File: src/hw/rtl/lap3_pkg.sv
// lap3_pkg: shared types and constants of the 3x3 Laplacian stream filter.
// Holds the configuration register codes, the item flag struct and the queue depth.
// No dependencies.
`timescale 1ns / 1ps

package lap3_pkg;

  // Width of the frame size registers and of the configuration data bus.
  localparam int CFG_DIM_W = 11;
  localparam int CFG_IDX_W = 2;

  // Configuration register indexes.
  typedef enum logic [CFG_IDX_W-1:0] {
    CFG_NEIGHBOUR_MODE = 2'd0,
    CFG_FRAME_WIDTH    = 2'd1,
    CFG_FRAME_HEIGHT   = 2'd2
  } cfg_reg_t;

  // Reset values of the configuration registers.
  localparam logic                 RST_NEIGHBOUR_MODE = 1'b0;
  localparam logic [CFG_DIM_W-1:0] RST_FRAME_WIDTH    = 11'd1024;
  localparam logic [CFG_DIM_W-1:0] RST_FRAME_HEIGHT   = 11'd1024;

  // Input item command codes.
  localparam logic CMD_PIXEL = 1'b0;
  localparam logic CMD_DRAIN = 1'b1;

  // Kernel select.
  localparam logic MODE_EIGHT = 1'b1;

  // Entries of the queue between front and back.
  localparam int QUEUE_DEPTH = 4;

  // Classification of one item, made by the front and used by the back.
  typedef struct packed {
    logic produced;  // item yields a result
    logic done;      // result closes the frame
    logic interior;  // center is not on the frame border
  } lap3_flags_t;

endpackage

File: src/hw/rtl/lap3_front.sv
// lap3_front: input side of the Laplacian filter. Accepts items, tracks column and row,
// classifies each item and pushes it into the queue.
// Depends on lap3_pkg.
`timescale 1ns / 1ps

module lap3_front #(
  parameter int MAX_WIDTH  = 1024,
  parameter int MAX_HEIGHT = 1024,
  parameter int PIXEL_BITS = 16,
  parameter int AW         = $clog2(MAX_WIDTH)
) (
  input  logic                           clk,
  input  logic                           rst_n,
  input  logic                           in_valid,
  output logic                           in_stall,
  input  logic                           in_cmd,
  input  logic [PIXEL_BITS-1:0]          in_pixel,
  input  logic [lap3_pkg::CFG_DIM_W-1:0] frame_width,
  input  logic [lap3_pkg::CFG_DIM_W-1:0] frame_height,
  input  logic                           q_full,
  output logic                           q_push,
  output logic [PIXEL_BITS-1:0]          q_pixel,
  output logic [AW-1:0]                  q_addr,
  output lap3_pkg::lap3_flags_t          q_flags
);
  import lap3_pkg::*;

  localparam int RW    = $clog2(MAX_HEIGHT + 2);
  localparam int WB    = $clog2(MAX_WIDTH + 1);
  localparam int HB    = $clog2(MAX_HEIGHT + 2);
  localparam int WV_W  = (WB > CFG_DIM_W) ? WB : CFG_DIM_W;
  localparam int HV_W  = (HB > CFG_DIM_W) ? HB : CFG_DIM_W;

  logic [AW-1:0]   col_r, col_nxt;
  logic [RW-1:0]   row_r, row_nxt;
  logic [WV_W-1:0] w_raw, w_eff, col_ext;
  logic [HV_W-1:0] h_raw, h_eff, row_ext;
  logic            accept;
  lap3_flags_t     flags;

  // Clamp the programmed sizes to the supported range.
  always_comb begin
    w_raw = WV_W'(frame_width);
    h_raw = HV_W'(frame_height);
    if (w_raw < WV_W'(3))              w_eff = WV_W'(3);
    else if (w_raw > WV_W'(MAX_WIDTH)) w_eff = WV_W'(MAX_WIDTH);
    else                               w_eff = w_raw;
    if (h_raw < HV_W'(3))               h_eff = HV_W'(3);
    else if (h_raw > HV_W'(MAX_HEIGHT)) h_eff = HV_W'(MAX_HEIGHT);
    else                                h_eff = h_raw;
  end

  assign col_ext  = WV_W'(col_r);
  assign row_ext  = HV_W'(row_r);
  assign in_stall = q_full;
  assign accept   = in_valid && !q_full;

  // Classify: column 0 carries the right border of row r-2, other columns row r-1.
  always_comb begin
    flags.done     = 1'b0;
    flags.interior = 1'b0;
    if (col_r == '0) begin
      flags.produced = (row_r >= RW'(2));
      flags.done     = (row_r >= RW'(2)) && (row_ext >= h_eff + HV_W'(1));
    end else begin
      flags.produced = (row_r >= RW'(1));
      flags.interior = (col_r >= AW'(2)) && (col_ext < w_eff) &&
                       (row_r >= RW'(2)) && (row_ext < h_eff);
    end
  end

  // Advance position; wrap at row end, restart after the closing result.
  always_comb begin
    col_nxt = col_r;
    row_nxt = row_r;
    if (flags.done) begin
      col_nxt = '0;
      row_nxt = '0;
    end else if (col_ext + WV_W'(1) >= w_eff) begin
      col_nxt = '0;
      row_nxt = row_r + RW'(1);
    end else begin
      col_nxt = AW'(col_ext + WV_W'(1));
    end
  end

  always_ff @(posedge clk) begin
    if (!rst_n) begin
      col_r <= '0;
      row_r <= '0;
    end else if (accept) begin
      col_r <= col_nxt;
      row_r <= row_nxt;
    end
  end

  assign q_push  = accept;
  assign q_pixel = (in_cmd == CMD_DRAIN) ? '0 : in_pixel;
  assign q_addr  = col_r;
  assign q_flags = flags;

endmodule

File: config.mk
export PLATFORM = sky130hd
export DESIGN_NAME = lap3_front
export DESIGN_NICKNAME = d
export VERILOG_FILES = /design/src/hw/rtl/lap3_pkg.sv /design/src/hw/rtl/lap3_front.sv
export SDC_FILE = /design/constraint.sdc
export NUM_CORES = 1
export LEC_CHECK = 0
export ABC_AREA = 1
export ABC_CLOCK_PERIOD_IN_PS = 4050
export BUFFER_PORTS_ARGS = -buffer_cell sky130_fd_sc_hd__buf_2
export CORE_UTILIZATION = 45
export DETAILED_ROUTE_END_ITERATION = 10
export PLACE_DENSITY = 0.78
export RECOVER_POWER = 25
export SETUP_SLACK_MARGIN = 0.05
export SKIP_CTS_REPAIR_TIMING = 1
export SYNTH_ARGS = -nofsm -noshare
export SYNTH_HDL_FRONTEND = slang
export SYNTH_SLANG_ARGS = --single-unit
export TNS_END_PERCENT = 10
File: constraint.sdc
create_clock -name clk -period 4.05 [get_ports clk]
set_clock_uncertainty 0.15 [all_clocks]
set_input_delay 0.81 -clock clk [delete_from_list [all_inputs] [get_ports clk]]
set_output_delay 0.81 -clock clk [all_outputs]
set_load 0.02 [all_outputs]
==> run summary <==
- chain of cells forming the critical path: buf_6, nor2_2, nand4_1, buf_4, o21ai_4, nand3_1, nor3_4, nand2_1, nand2_1, nand2_1, ha_1, nand2_2, nor2_2, nand2_1, nor2_1, nor2_1, nand2_1, nand2_4, inv_2, buf_6
- count of filler cells inserted in the layout: 552
- Finished Core Util: 60.6%
- RSZ-0062 raised after global routing: yes
- final instance count without filler cells: 619
- Detail Placement HPWL: 5.81 mm
- final weighted congestion of routability-driven global placement: 0.897
- effective utilization at floorplan: 47.0%
- worst hold-check path type: flop to flop
- clock buffers created by TritonCTS: 3
- clock-pin slew reported for the worst setup and hold paths after clock tree synthesis: 0.07 ns
- number of pins with negative max-slew slack in the final report: 0
- CP most frequent cell: sky130_fd_sc_hd__nand2_1
- via-per-instance ratio: 5.30
- CTS max path bufs: 2
- maximum cell stage delay along the critical path: 0.28 ns
- library cell with the largest summed area after synthesis: sky130_fd_sc_hd__ha_1
- leakage component of the power: 1.97 nW
- Mapped Cells: 447
- pin count of the biggest net entering global routing: 21
- failing checks: setup timing
- actual transition at the worst max-transition pin: 0.635 ns
- cell internal power dissipation: 0.353 mW
- Total Power Consumption: 0.530 mW
- proportion of netlist area held by the largest area contributor: 21.9%
- max-slew headroom at the worst pin: 57.6%
- number of flops mapped to enable cells by yosys: 0
- share of flip-flops with an asynchronous set or reset after synthesis: 0%
- slack of the worst reg-to-reg path: 0.90 ns
- number of instances in the placed design: 610
- CTS tree: done
- quantity of I/O buffers inserted on ports: 73
- most repeated cell in the gate-level netlist after synthesis: sky130_fd_sc_hd__nand2_1
- remaining global-route overflow: 0
- combinational power share: 34.2%
- source-to-sink clock delay at the later pin of the worst-skew pair: 0.26 ns
- GR Util All Layers: 21.9%
- total length of routed met3 wires: 514 microns
- vias in the first global route: 2,658
- number of ports placed on the die boundary: 74
- Total Die Area: 0.00654 sq mm
- required time reported for the critical path endpoint: 3.09 ns
- Worst IR Drop VDD: 162 uV
- maximum clock frequency: 0.239 GHz
- outcome: finished with violations
- mean instance size in the synthesized netlist: 6.26 sq um
- worst slack, placed: -0.168 ns
- worst setup path class: input pin to output port
- Clk Tree Root Cell: sky130_fd_sc_hd__clkbuf_8
- cell type of the slowest stage on the worst timing path: sky130_fd_sc_hd__ha_1
- Yosys warning total: 0
- Seq. cell area: 420 sq um
- number of nets still failing antenna checks after routing: 0
- largest delay contributor family on the critical path: simple AND/OR/NAND/NOR gates
- sequential share of power: 39.6%
- number of register bits inferred by synthesis: 21
- Rows: 28
- length of the first detailed-routing pass in iterations: 5
- endpoint class of the critical path: output port
- number of nets in the final layout: 637
- leading post-synthesis cells by cell area: sky130_fd_sc_hd__ha_1 (22%), sky130_fd_sc_hd__dfxtp_1 (15%), sky130_fd_sc_hd__nand2_1 (14%), sky130_fd_sc_hd__nor2_1 (8.7%), sky130_fd_sc_hd__inv_1 (7.4%)
- crit start category: input pin
- Primary FF master, synth: sky130_fd_sc_hd__dfxtp_1
- deepest level of the CTS H-tree: 1
- Post-Synthesis Net Count: 539
- layout-stage area growth over the synthesis result: 28.9%
- MaxCap Viol Count: 0
- layout cells sized above 1: 22.8%
- Post-synth top cells: sky130_fd_sc_hd__nand2_1 (102), sky130_fd_sc_hd__nor2_1 (65), sky130_fd_sc_hd__inv_1 (55)
- top layer in use: met4
- total number of vias: 3,278
- average routed wire per standard cell: 12.5 microns
- wire length of the first global-routing pass: 11.6 mm
- total count of hold-check failures in the final report: 0
- Die H: 80.9 microns
- # DRC: 0
- initial antenna violation count: 0
- Switch Pwr: 0.176 mW
- final critical-path required period: 4.19 ns
- Distinct cells, synth: 34
- share of total power in the clock network: 26.2%
- area used by multi-input combinational logic: 0.00217 sq mm
- biggest fanout along the worst timing path: 5
- met2 routed wirelength: 3.81 mm
- Placeable Area: 0.00596 sq mm
- power per unit of standard cell area: 147 mW/mm^2
- Iteration-0 DRC Markers: 227
- sinks on the clock net: 21
- cell area after synthesis: 0.00280 sq mm
- Detailed Route WL: 7.74 mm
- Final Worst Setup Slack: -0.135 ns
- critical path data arrival time: 3.23 ns
- Die Span X: 80.9 microns
- Finish-stage setup viols: 1
- final cycle utilization of the critical path: 103%
- sequential share of the synthesized area: 15.0%
- worst path buffer plus inverter count: 4
- diode count: 0
- switching share of total power: 33.3%
- summed negative setup slack over all endpoints: -0.135 ns
- Metal-1 WL: 3.31 mm
power groups by stage:
stage / Combinational (mW) / Clock, mW / Sequential [mW]
floorplan: 0.0943 / 0 / 0.216
global placement: 0.159 / 0 / 0.214
detailed placement: 0.163 / 0 / 0.215
CTS: 0.164 / 0.141 / 0.210
global route: 0.202 / 0.152 / 0.210
finish: 0.181 / 0.139 / 0.210
metal layers:
layer,track usage (%),up-vias
met5,0,-
met1,28.4,1469
met2,39.5,141
met4,2.50,0
met3,2.70,16
li1,-,1652
final timing paths:
path | to | depth (start not counted) | from
worst max-delay path | q_flags[1] | 20 | frame_height[2]
worst min-delay path | q_addr[9] | 2 | q_addr[9]
worst max register to register | row_ext[5] | 14 | q_addr[1]
worst min register to register | q_addr[9] | 2 | q_addr[9]
flip-flops by register name (all words and copies together) (netlist names):
name	count
row_ext	11
q_addr	10
worst reg2reg max path: stages, from the launching register on:
cell	delay, ns
sky130_fd_sc_hd__dfxtp_1	0.50
sky130_fd_sc_hd__ha_1	0.26
sky130_fd_sc_hd__nand3_1	0.13
sky130_fd_sc_hd__nand3b_1	0.25
sky130_fd_sc_hd__nor2_1	0.16
sky130_fd_sc_hd__xor2_1	0.23
sky130_fd_sc_hd__ha_1	0.28
sky130_fd_sc_hd__a21oi_1	0.16
sky130_fd_sc_hd__o21a_1	0.17
sky130_fd_sc_hd__nand2_1	0.07
sky130_fd_sc_hd__nor2_1	0.13
sky130_fd_sc_hd__nand2_1	0.07
sky130_fd_sc_hd__nand2_1	0.29
sky130_fd_sc_hd__nand2_1	0.09
sky130_fd_sc_hd__a21oi_1	0.15
cell usage in the layout, fill, tap and decap left out, types with 2 or more instances in the layout:
cell / instances
sky130_fd_sc_hd__inv_2: 8
sky130_fd_sc_hd__o21ai_0: 5
sky130_fd_sc_hd__buf_4: 31
sky130_fd_sc_hd__a22oi_1: 2
sky130_fd_sc_hd__buf_6: 8
sky130_fd_sc_hd__nor4_1: 2
sky130_fd_sc_hd__clkbuf_8: 3
sky130_fd_sc_hd__nand3b_1: 3
sky130_fd_sc_hd__buf_2: 51
sky130_fd_sc_hd__ha_1: 48
sky130_fd_sc_hd__a21oi_1: 37
sky130_fd_sc_hd__a211oi_1: 2
sky130_fd_sc_hd__o21ai_1: 4
sky130_fd_sc_hd__inv_1: 54
sky130_fd_sc_hd__nand3_1: 22
sky130_fd_sc_hd__nor2_1: 57
sky130_fd_sc_hd__nand4_1: 19
sky130_fd_sc_hd__dfxtp_1: 21
sky130_fd_sc_hd__nor2_4: 2
sky130_fd_sc_hd__or2_1: 3
sky130_fd_sc_hd__nor2_2: 7
sky130_fd_sc_hd__nand2_1: 99
sky130_fd_sc_hd__clkbuf_1: 13
sky130_fd_sc_hd__xor2_1: 17
sky130_fd_sc_hd__xnor2_1: 4
sky130_fd_sc_hd__nand2_2: 4
sky130_fd_sc_hd__clkinv_1: 2
cell families after synthesis:
kind of cell | Yosys count | synth area share, %
buffers and inverters | 74 | 10.3
AND/OR/NAND/NOR | 222 | 34.3
XOR/XNOR | 21 | 6.57
adder cells (fa/ha/maj) | 49 | 21.9
AO/OA/AOI/OAI | 60 | 11.9
flip-flops | 21 | 15.0
cell type report:
cell class,count,share of cell area [%]
flip-flops and latches,21,11.6
repair buffers,103,17.7
multi-input cells,352,60.2
clock buffers,4,1.25
well taps,75,2.60
inverters,64,6.66
metrics by stage:
step | hold WS (ns) | instance area (sq um)
after floorplan | 0.347 | 2800
after global placement | 0.378 | 3400
after detailed placement | 0.386 | 3400
after CTS | 0.393 | 3440
after global routing | 0.418 | 3610
final | 0.403 | 3610
No activity file was read; power rests on OpenSTA's default activity.
