===== config.mk =====
export PLATFORM = sky130hd
export DESIGN_NAME = lap3_queue
export DESIGN_NICKNAME = d
export VERILOG_FILES = /design/src/hw/rtl/lap3_pkg.sv /design/src/hw/rtl/lap3_queue.sv
export SDC_FILE = /design/constraint.sdc
export NUM_CORES = 1
export LEC_CHECK = 0
export BUFFER_PORTS_ARGS = -buffer_cell sky130_fd_sc_hd__buf_2
export CAP_MARGIN = 0
export CORE_MARGIN = 5
export CORE_UTILIZATION = 51
export CTS_CLUSTER_DIAMETER = 80
export DETAILED_ROUTE_END_ITERATION = 8
export PLACE_DENSITY = 0.75
export SYNTH_ARGS = -nofsm -noshare
export SYNTH_HDL_FRONTEND = slang
export SYNTH_SLANG_ARGS = --single-unit

===== constraint.sdc =====
create_clock -name clk -period 1.7 [get_ports clk]
set_input_delay 0.34 -clock clk [delete_from_list [all_inputs] [get_ports clk]]
set_output_delay 0.34 -clock clk [all_outputs]
set_load 0.02 [all_outputs]

===== src/hw/rtl/lap3_pkg.sv =====
// lap3_pkg: shared types and constants of the 3x3 Laplacian stream filter.
// Holds the configuration register codes, the item flag struct and the queue depth.
// No dependencies.
`timescale 1ns / 1ps

package lap3_pkg;

  // Width of the frame size registers and of the configuration data bus.
  localparam int CFG_DIM_W = 11;
  localparam int CFG_IDX_W = 2;

  // Configuration register indexes.
  typedef enum logic [CFG_IDX_W-1:0] {
    CFG_NEIGHBOUR_MODE = 2'd0,
    CFG_FRAME_WIDTH    = 2'd1,
    CFG_FRAME_HEIGHT   = 2'd2
  } cfg_reg_t;

  // Reset values of the configuration registers.
  localparam logic                 RST_NEIGHBOUR_MODE = 1'b0;
  localparam logic [CFG_DIM_W-1:0] RST_FRAME_WIDTH    = 11'd1024;
  localparam logic [CFG_DIM_W-1:0] RST_FRAME_HEIGHT   = 11'd1024;

  // Input item command codes.
  localparam logic CMD_PIXEL = 1'b0;
  localparam logic CMD_DRAIN = 1'b1;

  // Kernel select.
  localparam logic MODE_EIGHT = 1'b1;

  // Entries of the queue between front and back.
  localparam int QUEUE_DEPTH = 4;

  // Classification of one item, made by the front and used by the back.
  typedef struct packed {
    logic produced;  // item yields a result
    logic done;      // result closes the frame
    logic interior;  // center is not on the frame border
  } lap3_flags_t;

endpackage


===== src/hw/rtl/lap3_queue.sv =====
// lap3_queue: short register FIFO between the front and the back of the filter.
// Depends on lap3_pkg for its depth.
`timescale 1ns / 1ps

module lap3_queue #(
  parameter int DW = 32
) (
  input  logic          clk,
  input  logic          rst_n,
  input  logic          push,
  input  logic [DW-1:0] push_data,
  input  logic          pop,
  output logic [DW-1:0] pop_data,
  output logic          full,
  output logic          empty
);
  import lap3_pkg::*;

  localparam int PW = $clog2(QUEUE_DEPTH);
  localparam int CW = $clog2(QUEUE_DEPTH + 1);

  logic [DW-1:0] slot_r [QUEUE_DEPTH];
  logic [PW-1:0] wptr_r, rptr_r;
  logic [CW-1:0] count_r, count_nxt;

  assign full     = (count_r == CW'(QUEUE_DEPTH));
  assign empty    = (count_r == '0);
  assign pop_data = slot_r[rptr_r];

  always_comb begin
    count_nxt = count_r;
    if (push && !pop)      count_nxt = count_r + CW'(1);
    else if (!push && pop) count_nxt = count_r - CW'(1);
  end

  always_ff @(posedge clk) begin
    if (!rst_n) begin
      wptr_r  <= '0;
      rptr_r  <= '0;
      count_r <= '0;
    end else begin
      if (push) wptr_r <= PW'((32'(wptr_r) + 1) % QUEUE_DEPTH);
      if (pop)  rptr_r <= PW'((32'(rptr_r) + 1) % QUEUE_DEPTH);
      count_r <= count_nxt;
    end
  end

  always_ff @(posedge clk) begin
    if (push) slot_r[wptr_r] <= push_data;
  end

endmodule


==> impl_metrics.json, run 1 <==
{
  "cts_buffers": 17,
  "route.detailed.drc": 0,
  "finalWorstSetupSlack_ns": -0.442,
  "ys_ff_latch": 137,
  "antenna_found_initial": 0,
  "cp_max_fo": 11,
  "area_delta_synth_final_pct": 25.2,
  "dr.pass1.iters": 4,
  "rsz0062_at_grt": "yes",
  "initial_core_util_pct": 52.2,
  "final.period_utilization_pct": 126,
  "final_area_sq_um": 6390,
  "synth.distinct_cells": 21,
  "tns_ns": -12.53,
  "crit_required_ns": 1.36,
  "syn-num-nets": 252,
  "ys.warnings.count": 0,
  "ioPinCount": 70,
  "worstHoldPathType": "in -> reg",
  "fill_cells": 638,
  "grt_usage_pct": 16.3,
  "clkLatencyLatePin_ns": 0.51,
  "grt_max_degree": 33,
  "grt_pass1_vias": 2506,
  "n_antenna_cell": 0,
  "clock_skew_ns": 0.00806,
  "tightest_slew_ns": 0.287,
  "synthesis.instances": 210,
  "grt_pass1_wl_um": 13700,
  "pwr_density_cell_nw_per_um2": 1310,
  "final_core_util_pct": 65.4,
  "final_common_cell": "edfxtp_1",
  "layout_common_cells": "edfxtp_1, buf_2, mux4_2",
  "drive_gt1_share_pct": 47.7,
  "vias": 2366,
  "clkTransAtPathRegs_ns": 0.06,
  "cts_buffer_depth": 2,
  "fin_crit_ns": 2.14,
  "crit_type": "reg -> out",
  "die_area_sq_um": 12100,
  "gp_congestion": 0.684,
  "seq_area_frac_synth_pct": 78.8,
  "syn_avg_cell_area_sq_um": 24.3,
  "endpoint_kind": "primary output",
  "drv_cap": 0,
  "relSlewSlack_pct": 80.9,
  "multi_input_area_sq_um": 976,
  "vdd_drop_max_v": 0.000819,
  "rows": 36,
  "leakagePower_nw": 2.25,
  "synth_area_sq_um": 5100,
  "ant_nets": 0,
  "cts_sinks": 137,
  "finalNetCount": 350,
  "crit_arrival_ns": 1.80,
  "regArea_sq_um": 4030,
  "status": "complete, but fails checks",
  "grt_overflow_total": 0,
  "hold_viol_final": 0,
  "cts-htree-levels": 4,
  "cp-start-kind": "register",
  "dpl_cell_area_sq_um": 5750,
  "cts_tree": "built",
  "dpl.hpwl_um": 5370,
  "violations": "negative setup slack",
  "cts.root.buffer_cell": "clkbuf_8",
  "wire_per_inst_um": 19.5,
  "die-height_um": 110,
  "drt_iter0_drc": 124,
  "power.total_mw": 8.36,
  "setup_viol": 32,
  "final_max_slew_viol_count": 0,
  "core_sq_um": 9770,
  "viasPerCell": 5.21,
  "io_buffers": 69,
  "wl_um": 8850,
  "max_freq_ghz": 0.467,
  "die_w_um": 110
}
Yosys cell counts:
cell / count / area [sq um]
ha_1: 5 / 62.6
nor3b_1: 1 / 7.51
or3_1: 1 / 6.26
buf_2: 3 / 15.0
xnor2_1: 2 / 17.5
nand2_1: 1 / 3.75
buf_6: 1 / 11.3
nor2b_1: 2 / 12.5
mux4_1: 2 / 52.6
xor2_1: 3 / 26.3
dfxtp_1: 9 / 180
fa_1: 1 / 20.0
mux2i_1: 2 / 20.0
nor3_1: 1 / 5.00
buf_12: 3 / 60.1
inv_1: 4 / 15.0
edfxtp_1: 128 / 3840
and2_1: 9 / 56.3
o21ai_0: 1 / 5.00
mux4_2: 30 / 676
a21boi_0: 1 / 7.51
layer usage:
metal / global-route usage, % / share of wire (%) / up-vias
met2: 28.2 / 54 / 92
met5: 0 / 0 / -
li1: - / - / 1072
met4: 6.68 / 0.79 / 0
met1: 18.8 / 37 / 1196
met3: 5.30 / 7.4 / 6
cell families after synthesis:
logic type      share of synthesized area, %
mux                                     14.7
xor+xnor                               0.858
buf+inv                                 1.99
fa+ha+maj                               1.62
simple gates                            1.79
compound gates                         0.245
flops                                   78.8
worst max-delay path: stages, from the launching register on:
cell     delay [ns]
dfxtp_4        0.41
buf_12         0.17
mux4_2         0.53
buf_2          0.18
metrics by stage:
stage,setup WS [ns],hold slack (ns),cells
floorplan,0.0832,0.439,210
global placement,-0.0282,0.483,420
detailed placement,-0.175,0.544,420
CTS,-0.480,0.0134,454
global route,-0.508,0.0151,454
finish,-0.442,0.0402,454
flip-flops by register name (all words and copies together) (netlist names), named ones only:
| signal | count |
|---|---|
| count_r | 3 |
| rptr_r | 2 |
| slot_r | 128 |
| wptr_r | 2 |
final cells by class:
cell class | count | share of cell area (%)
Clock inverter | 14 | 2.45
Multi-Input combinational cell | 62 | 15.3
Timing Repair Buffer | 86 | 9.85
Clock buffer | 18 | 6.54
Sequential cell | 137 | 63.1
Inverter | 4 | 0.235
Tap cell | 133 | 2.60
path summary, 6_finish.rpt:
check | from | to | slack [ns] | cells after the start
setup reg to reg | count_r[0] | count_r[2] | 0.12 | 4
setup / recovery | register | pop_data[6] | -0.44 | 3
hold / removal | push_data[3] | slot_r[0][3] | 0.04 | 1
hold reg to reg | count_r[2] | count_r[2] | 0.55 | 2
where the power goes:
group / switching (mW) / leakage [nW] / internal, mW
Clock: 1.27 / 0.283 / 2.21
Combinational: 0.497 / 0.712 / 0.446
Sequential: 0.0638 / 1.25 / 3.87
what timing repair did:
| item | CTS | global route |
|---|---|---|
| hold buffers | 0 | 0 |
| pin swaps | 0 | 0 |
| setup endpoints to repair | 32 | 32 |
| buffers inserted | 2 | 0 |
| gates resized for setup | 11 | 10 |
Note: power is estimated with default switching activity, not from simulation.
==> inputs of run 2 (changes only) <==
--- a/config.mk
+++ b/config.mk
@@ -12,6 +12,7 @@
 export CTS_CLUSTER_DIAMETER = 80
 export DETAILED_ROUTE_END_ITERATION = 8
 export PLACE_DENSITY = 0.75
+export RECOVER_POWER = 100
 export SYNTH_ARGS = -nofsm -noshare
 export SYNTH_HDL_FRONTEND = slang
 export SYNTH_SLANG_ARGS = --single-unit
==> run 2 against run 1 <==
- the run still ends with negative setup slack left
- global-route usage unchanged
- power decreased by 0.46%
- maximum frequency up 0.26%
- design area is 1.6% lower
- flip-flop and latch count stayed put
==> impl_metrics.json, run 2 (same netlist as run 1, synthesis figures left out) <==
{
  "die-height_um": 110,
  "die_area_sq_um": 12100,
  "min_to": "slot_r[3][25]",
  "cts_hold_buffers": 0,
  "crit_arrival_ns": 1.80,
  "dr.pass1.iters": 4,
  "hp-start": "push_data[25]",
  "layout_common_cells": "edfxtp_1, clkbuf_1, mux4_2",
  "grt_pass1_vias": 2506,
  "drive_gt1_share_pct": 37.7,
  "hold_viol_final": 0,
  "endpoint_kind": "primary output",
  "worstHoldPathType": "in -> reg",
  "grt_max_degree": 33,
  "cts_tree": "built",
  "setup_viol": 32,
  "whs_path_depth": 1,
  "cts_buffers": 17,
  "final_common_cell": "edfxtp_1",
  "r2r-start": "wptr_r[0]",
  "area_delta_synth_final_pct": 23.2,
  "final_core_util_pct": 64.3,
  "cts-htree-levels": 4,
  "drv_cap": 0,
  "gp_congestion": 0.684,
  "cts_buffer_depth": 2,
  "route.detailed.drc": 0,
  "final_max_slew_viol_count": 0,
  "wire_per_inst_um": 19.4,
  "top_register": "slot_r",
  "r2r_cells": 4,
  "cp-start-kind": "register",
  "antenna_found_initial": 0,
  "cp_max_fo": 11,
  "drt_iter0_drc": 134,
  "initial_core_util_pct": 52.2,
  "core_sq_um": 9770,
  "clkLatencyLatePin_ns": 0.51,
  "grt_usage_pct": 16.3,
  "cts.root.buffer_cell": "clkbuf_8",
  "cts_sinks": 137,
  "io_buffers": 69,
  "clkTransAtPathRegs_ns": 0.06,
  "violations": "negative setup slack",
  "power.total_mw": 8.32,
  "leakagePower_nw": 2.14,
  "status": "complete, but fails checks",
  "viasPerCell": 5.20,
  "ant_nets": 0,
  "grt_pass1_wl_um": 13700,
  "largest_reg_flops": 128,
  "vias": 2361,
  "crit_required_ns": 1.36,
  "rsz0062_at_grt": "yes",
  "pwr_density_cell_nw_per_um2": 1320,
  "die_w_um": 110,
  "clock_skew_ns": 0.00787,
  "n_antenna_cell": 0,
  "grt_overflow_total": 0,
  "finalNetCount": 350,
  "max_freq_ghz": 0.468,
  "dpl.hpwl_um": 5370,
  "r2r-end": "slot_r[0][15]",
  "ff2ff_setup_slack_ns": 0.11,
  "crit_type": "reg -> out",
  "final.period_utilization_pct": 126,
  "rows": 36,
  "fin_crit_ns": 2.14,
  "tightest_slew_ns": 0.561,
  "top_regs": "slot_r: 128 flops, count_r: 3 flops",
  "relSlewSlack_pct": 62.6,
  "wl_um": 8800,
  "vdd_drop_max_v": 0.000813,
  "finalWorstSetupSlack_ns": -0.436,
  "ioPinCount": 70
}
[run 2: worst max path at each step]
stage / to / depth (start not counted)
2_1_floorplan: count_r[2] / 7
3_3_place_gp: count_r[2] / 8
3_5_place_dp: count_r[2] / 8
4_1_cts: pop_data[6] / 3
5_1_grt: pop_data[6] / 3
6_report: pop_data[6] / 3
[run 2: critical path, cell delays in order, from the launching register on]
cell	delay (ns)
dfxtp_4	0.41
buf_12	0.17
mux4_2	0.53
buf_2	0.18
[run 2: stage by stage]
stage	hold slack (ns)	instances	TNS, ns	worst slack (ns)	instance area, sq um
after global routing	0.0786	454	-14.92	-0.508	6290
after global placement	0.483	420	-0.0282	-0.0282	5750
after detailed placement	0.544	420	-0.175	-0.175	5750
after CTS	0.0134	454	-13.92	-0.480	6360
after floorplan	0.439	210	0	0.0832	5110
final	0.0872	454	-12.46	-0.436	6290
[run 2: layout make-up]
type                       count  area [sq um]
timing repair buffer          86           527
multi-input combinational     62           976
sequential                   137          4030
inverter                       4          15.0
clock buffer                  18           418
tap                          133           166
clock inverter                14           156
fill                         666          3490
[run 2: layer usage]
| layer | share of wire (%) | vias up | routed length (um) | track usage (%) |
|---|---|---|---|---|
| met4 | 0.76 | 0 | 67 | 6.68 |
| met2 | 54 | 74 | 4780 | 28.2 |
| met1 | 39 | 1212 | 3400 | 18.8 |
| met5 | 0 | - | 0 | 0 |
| li1 | - | 1071 | - | - |
| met3 | 6.2 | 4 | 549 | 5.30 |
[run 2: where the power goes]
part / leakage, nW / switching [mW] / internal, mW / total [mW]
clock: 0.283 / 1.27 / 2.21 / 3.48
sequential: 1.25 / 0.0638 / 3.87 / 3.94
combinational: 0.604 / 0.494 / 0.415 / 0.909
total: 2.14 / 1.82 / 6.50 / 8.32
[run 2: timing repair]
item,CTS,global route
gates resized for setup,11,10
setup buffers,2,0
endpoints found under the setup margin,32,32
==> inputs of run 3 (changes only) <==
--- a/config.mk
+++ b/config.mk
@@ -5,6 +5,7 @@
 export SDC_FILE = /design/constraint.sdc
 export NUM_CORES = 1
 export LEC_CHECK = 0
+export ABC_AREA = 1
 export BUFFER_PORTS_ARGS = -buffer_cell sky130_fd_sc_hd__buf_2
 export CAP_MARGIN = 0
 export CORE_MARGIN = 5
==> run 3 against run 2 <==
- the run still ends with negative setup slack left
- clock power down 3%
- sequential share of layout area down 4.7 points
- design area up 8.1%
- largest power group unchanged
==> impl_metrics.json, run 3 <==
{
  "cts_sinks": 137,
  "max_freq_ghz": 0.483,
  "clkTransAtPathRegs_ns": 0.06,
  "ys.warnings.count": 0,
  "finalWorstSetupSlack_ns": -0.371,
  "fin_cells": 622,
  "io_buffers": 69,
  "antenna_found_initial": 0,
  "leakagePower_nw": 2.45,
  "viasPerCell": 5.55,
  "ys_top_cells_by_count": "edfxtp_1, nor2_1, o21ai_0, o22ai_1, o21ai_1",
  "initial_core_util_pct": 51.5,
  "crit_arrival_ns": 1.73,
  "synth-compound-area-share_pct": 10.9,
  "synthArstFlopShare_pct": 0,
  "clock_skew_ns": 0.00820,
  "wl_um": 12400,
  "cts_buffer_depth": 2,
  "grt_max_degree": 25,
  "relSlewSlack_pct": 59.0,
  "cts.root.buffer_cell": "clkbuf_8",
  "drt_iter0_drc": 264,
  "crit_type": "reg -> out",
  "violations": "negative setup slack",
  "endpoint_kind": "primary output",
  "netlist.area_leader.share_pct": 73.6,
  "gp_congestion": 0.784,
  "crit_required_ns": 1.36,
  "ioPinCount": 70,
  "yosys_most_used_dff": "edfxtp_1",
  "synth_top_family_by_area": "compound AO/OA/AOI/OAI gates",
  "final.period_utilization_pct": 122,
  "n_antenna_cell": 0,
  "synthMuxAreaShare_pct": 0,
  "final_max_slew_viol_count": 0,
  "synth_area_sq_um": 5220,
  "core_sq_um": 10100,
  "dp.cells": 576,
  "grt_pass1_vias": 3488,
  "rsz0062_at_grt": "yes",
  "finalNetCount": 515,
  "ant_nets": 0,
  "tightest_slew_ns": 0.615,
  "largest_reg_flops": 128,
  "drive_gt1_share_pct": 29.8,
  "die-height_um": 111,
  "route.detailed.drc": 0,
  "cts_buffers": 17,
  "final_common_cell": "edfxtp_1",
  "final_core_util_pct": 67.0,
  "ys_ff_latch": 137,
  "synth_fa_ha_area_share_pct": 1.58,
  "post_synth_xor_area_fraction_pct": 0,
  "layout_common_cells": "edfxtp_1, nor2_1, buf_4",
  "cts-htree-levels": 4,
  "yosys-top-cells-area": "edfxtp_1, nor2_1, o21ai_0, o22ai_1, dfxtp_1",
  "syn-num-nets": 409,
  "yosys.area_share.simple_pct": 6.02,
  "fill_cells": 642,
  "worstHoldPathType": "in -> reg",
  "cp-start-kind": "register",
  "fin_crit_ns": 2.07,
  "hold_viol_final": 0,
  "pwr_density_cell_nw_per_um2": 1230,
  "cts_tree": "built",
  "setup_viol": 32,
  "grt_overflow_total": 0,
  "synth_edf_count": 128,
  "syn_avg_cell_area_sq_um": 14.2,
  "rows": 37,
  "status": "complete, but fails checks",
  "vias": 3452,
  "die_w_um": 111,
  "clkLatencyLatePin_ns": 0.53,
  "grt_pass1_wl_um": 18400,
  "die_area_sq_um": 12400,
  "cts_hold_buffers": 0,
  "wire_per_inst_um": 19.9,
  "area_delta_synth_final_pct": 30.2,
  "cp_max_fo": 18,
  "top_regs": "slot_r: 128 flops, count_r: 3 flops",
  "vdd_drop_max_v": 0.000936,
  "post-synth-top-count-cell": "edfxtp_1",
  "synth_area_leader_cell": "edfxtp_1",
  "synth.distinct_cells": 20,
  "drv_cap": 0,
  "top_register": "slot_r",
  "synthesis.instances": 367,
  "grt_usage_pct": 19.6,
  "dpl.hpwl_um": 6560,
  "dr.pass1.iters": 5,
  "seq_area_frac_synth_pct": 77.1
}
==> run 3: cell types whose count changed in the layout (fill, tap and decap cells not counted), sizes merged, moves of 15 or more <==
cell,before,now
o21ai,1,70
o22ai,0,32
mux4,32,0
inv,4,19
nor2,0,69
buf,46,62
==> run 3: layout make-up <==
type | count | area, sq um | area share (%)
Timing Repair Buffer | 105 | 803 | 11.8
Timing Repair inverter | 1 | 11.3 | 0.166
Tap cell | 136 | 170 | 2.50
Clock buffer | 17 | 414 | 6.10
Clock inverter | 15 | 134 | 1.97
Inverter | 17 | 76.3 | 1.12
Multi-Input combinational cell | 194 | 1150 | 17.0
Sequential cell | 137 | 4030 | 59.4
==> run 3: logic make-up (layout without fill, tap and decap cells) <==
family,after synthesis,in the layout
compound gates,106,106
fa+ha+maj,6,6
flops,137,137
buf+inv,36,155
simple gates,82,82
==> run 3: final timing paths <==
path / from / end / slack, ns / cells after the start
worst min register to register: rptr_r[1] / register / 0.46 / 1
worst max register to register: wptr_r[1] / slot_r[1][23] / 0.10 / 5
worst max-delay path: register / pop_data[26] / -0.37 / 4
worst min-delay path: push_data[14] / slot_r[0][14] / 0.07 / 1
==> run 3: where the power goes <==
part           leakage, nW  switching (mW)  internal (mW)
Combinational        0.936           0.625          0.420
Clock                0.260            1.33           2.05
Sequential            1.25          0.0717           3.85
==> run 3: per-layer routing <==
| metal | track usage [%] | up-vias | share of wire [%] |
|---|---|---|---|
| li1 | - | 1584 | - |
| met2 | 32.9 | 148 | 51 |
| met3 | 5.95 | 39 | 6.4 |
| met1 | 23.2 | 1681 | 38 |
| met4 | 9.08 | 0 | 3.9 |
| met5 | 0 | - | 0 |
==> run 3: stage by stage <==
stage | area [sq um] | power [mW] | hold slack [ns] | setup slack [ns] | setup TNS [ns]
after floorplan | 5220 | 4.46 | 0.412 | 0.0912 | 0
after global placement | 5830 | 4.77 | 0.458 | 0.173 | 0
after detailed placement | 5830 | 4.80 | 0.460 | 0.109 | 0
after CTS | 6650 | 8.27 | 0.00646 | -0.308 | -8.05
after global routing | 6790 | 8.64 | 0.0717 | -0.397 | -10.34
final | 6790 | 8.35 | 0.0695 | -0.371 | -8.03
==> run 3: repair_timing <==
action                                  4_1_cts  5_1_grt
endpoints found under the setup margin       32       34
pin swaps                                     8        9
resized for setup                            73       52
gates cloned                                  1        1
setup buffers                                 9        3
==> run 3: worst max-delay path, stage by stage, from the launching register on <==
cell,delay (ns)
dfxtp_4,0.44
buf_8,0.18
o21ai_0,0.14
o22ai_1,0.25
buf_4,0.19
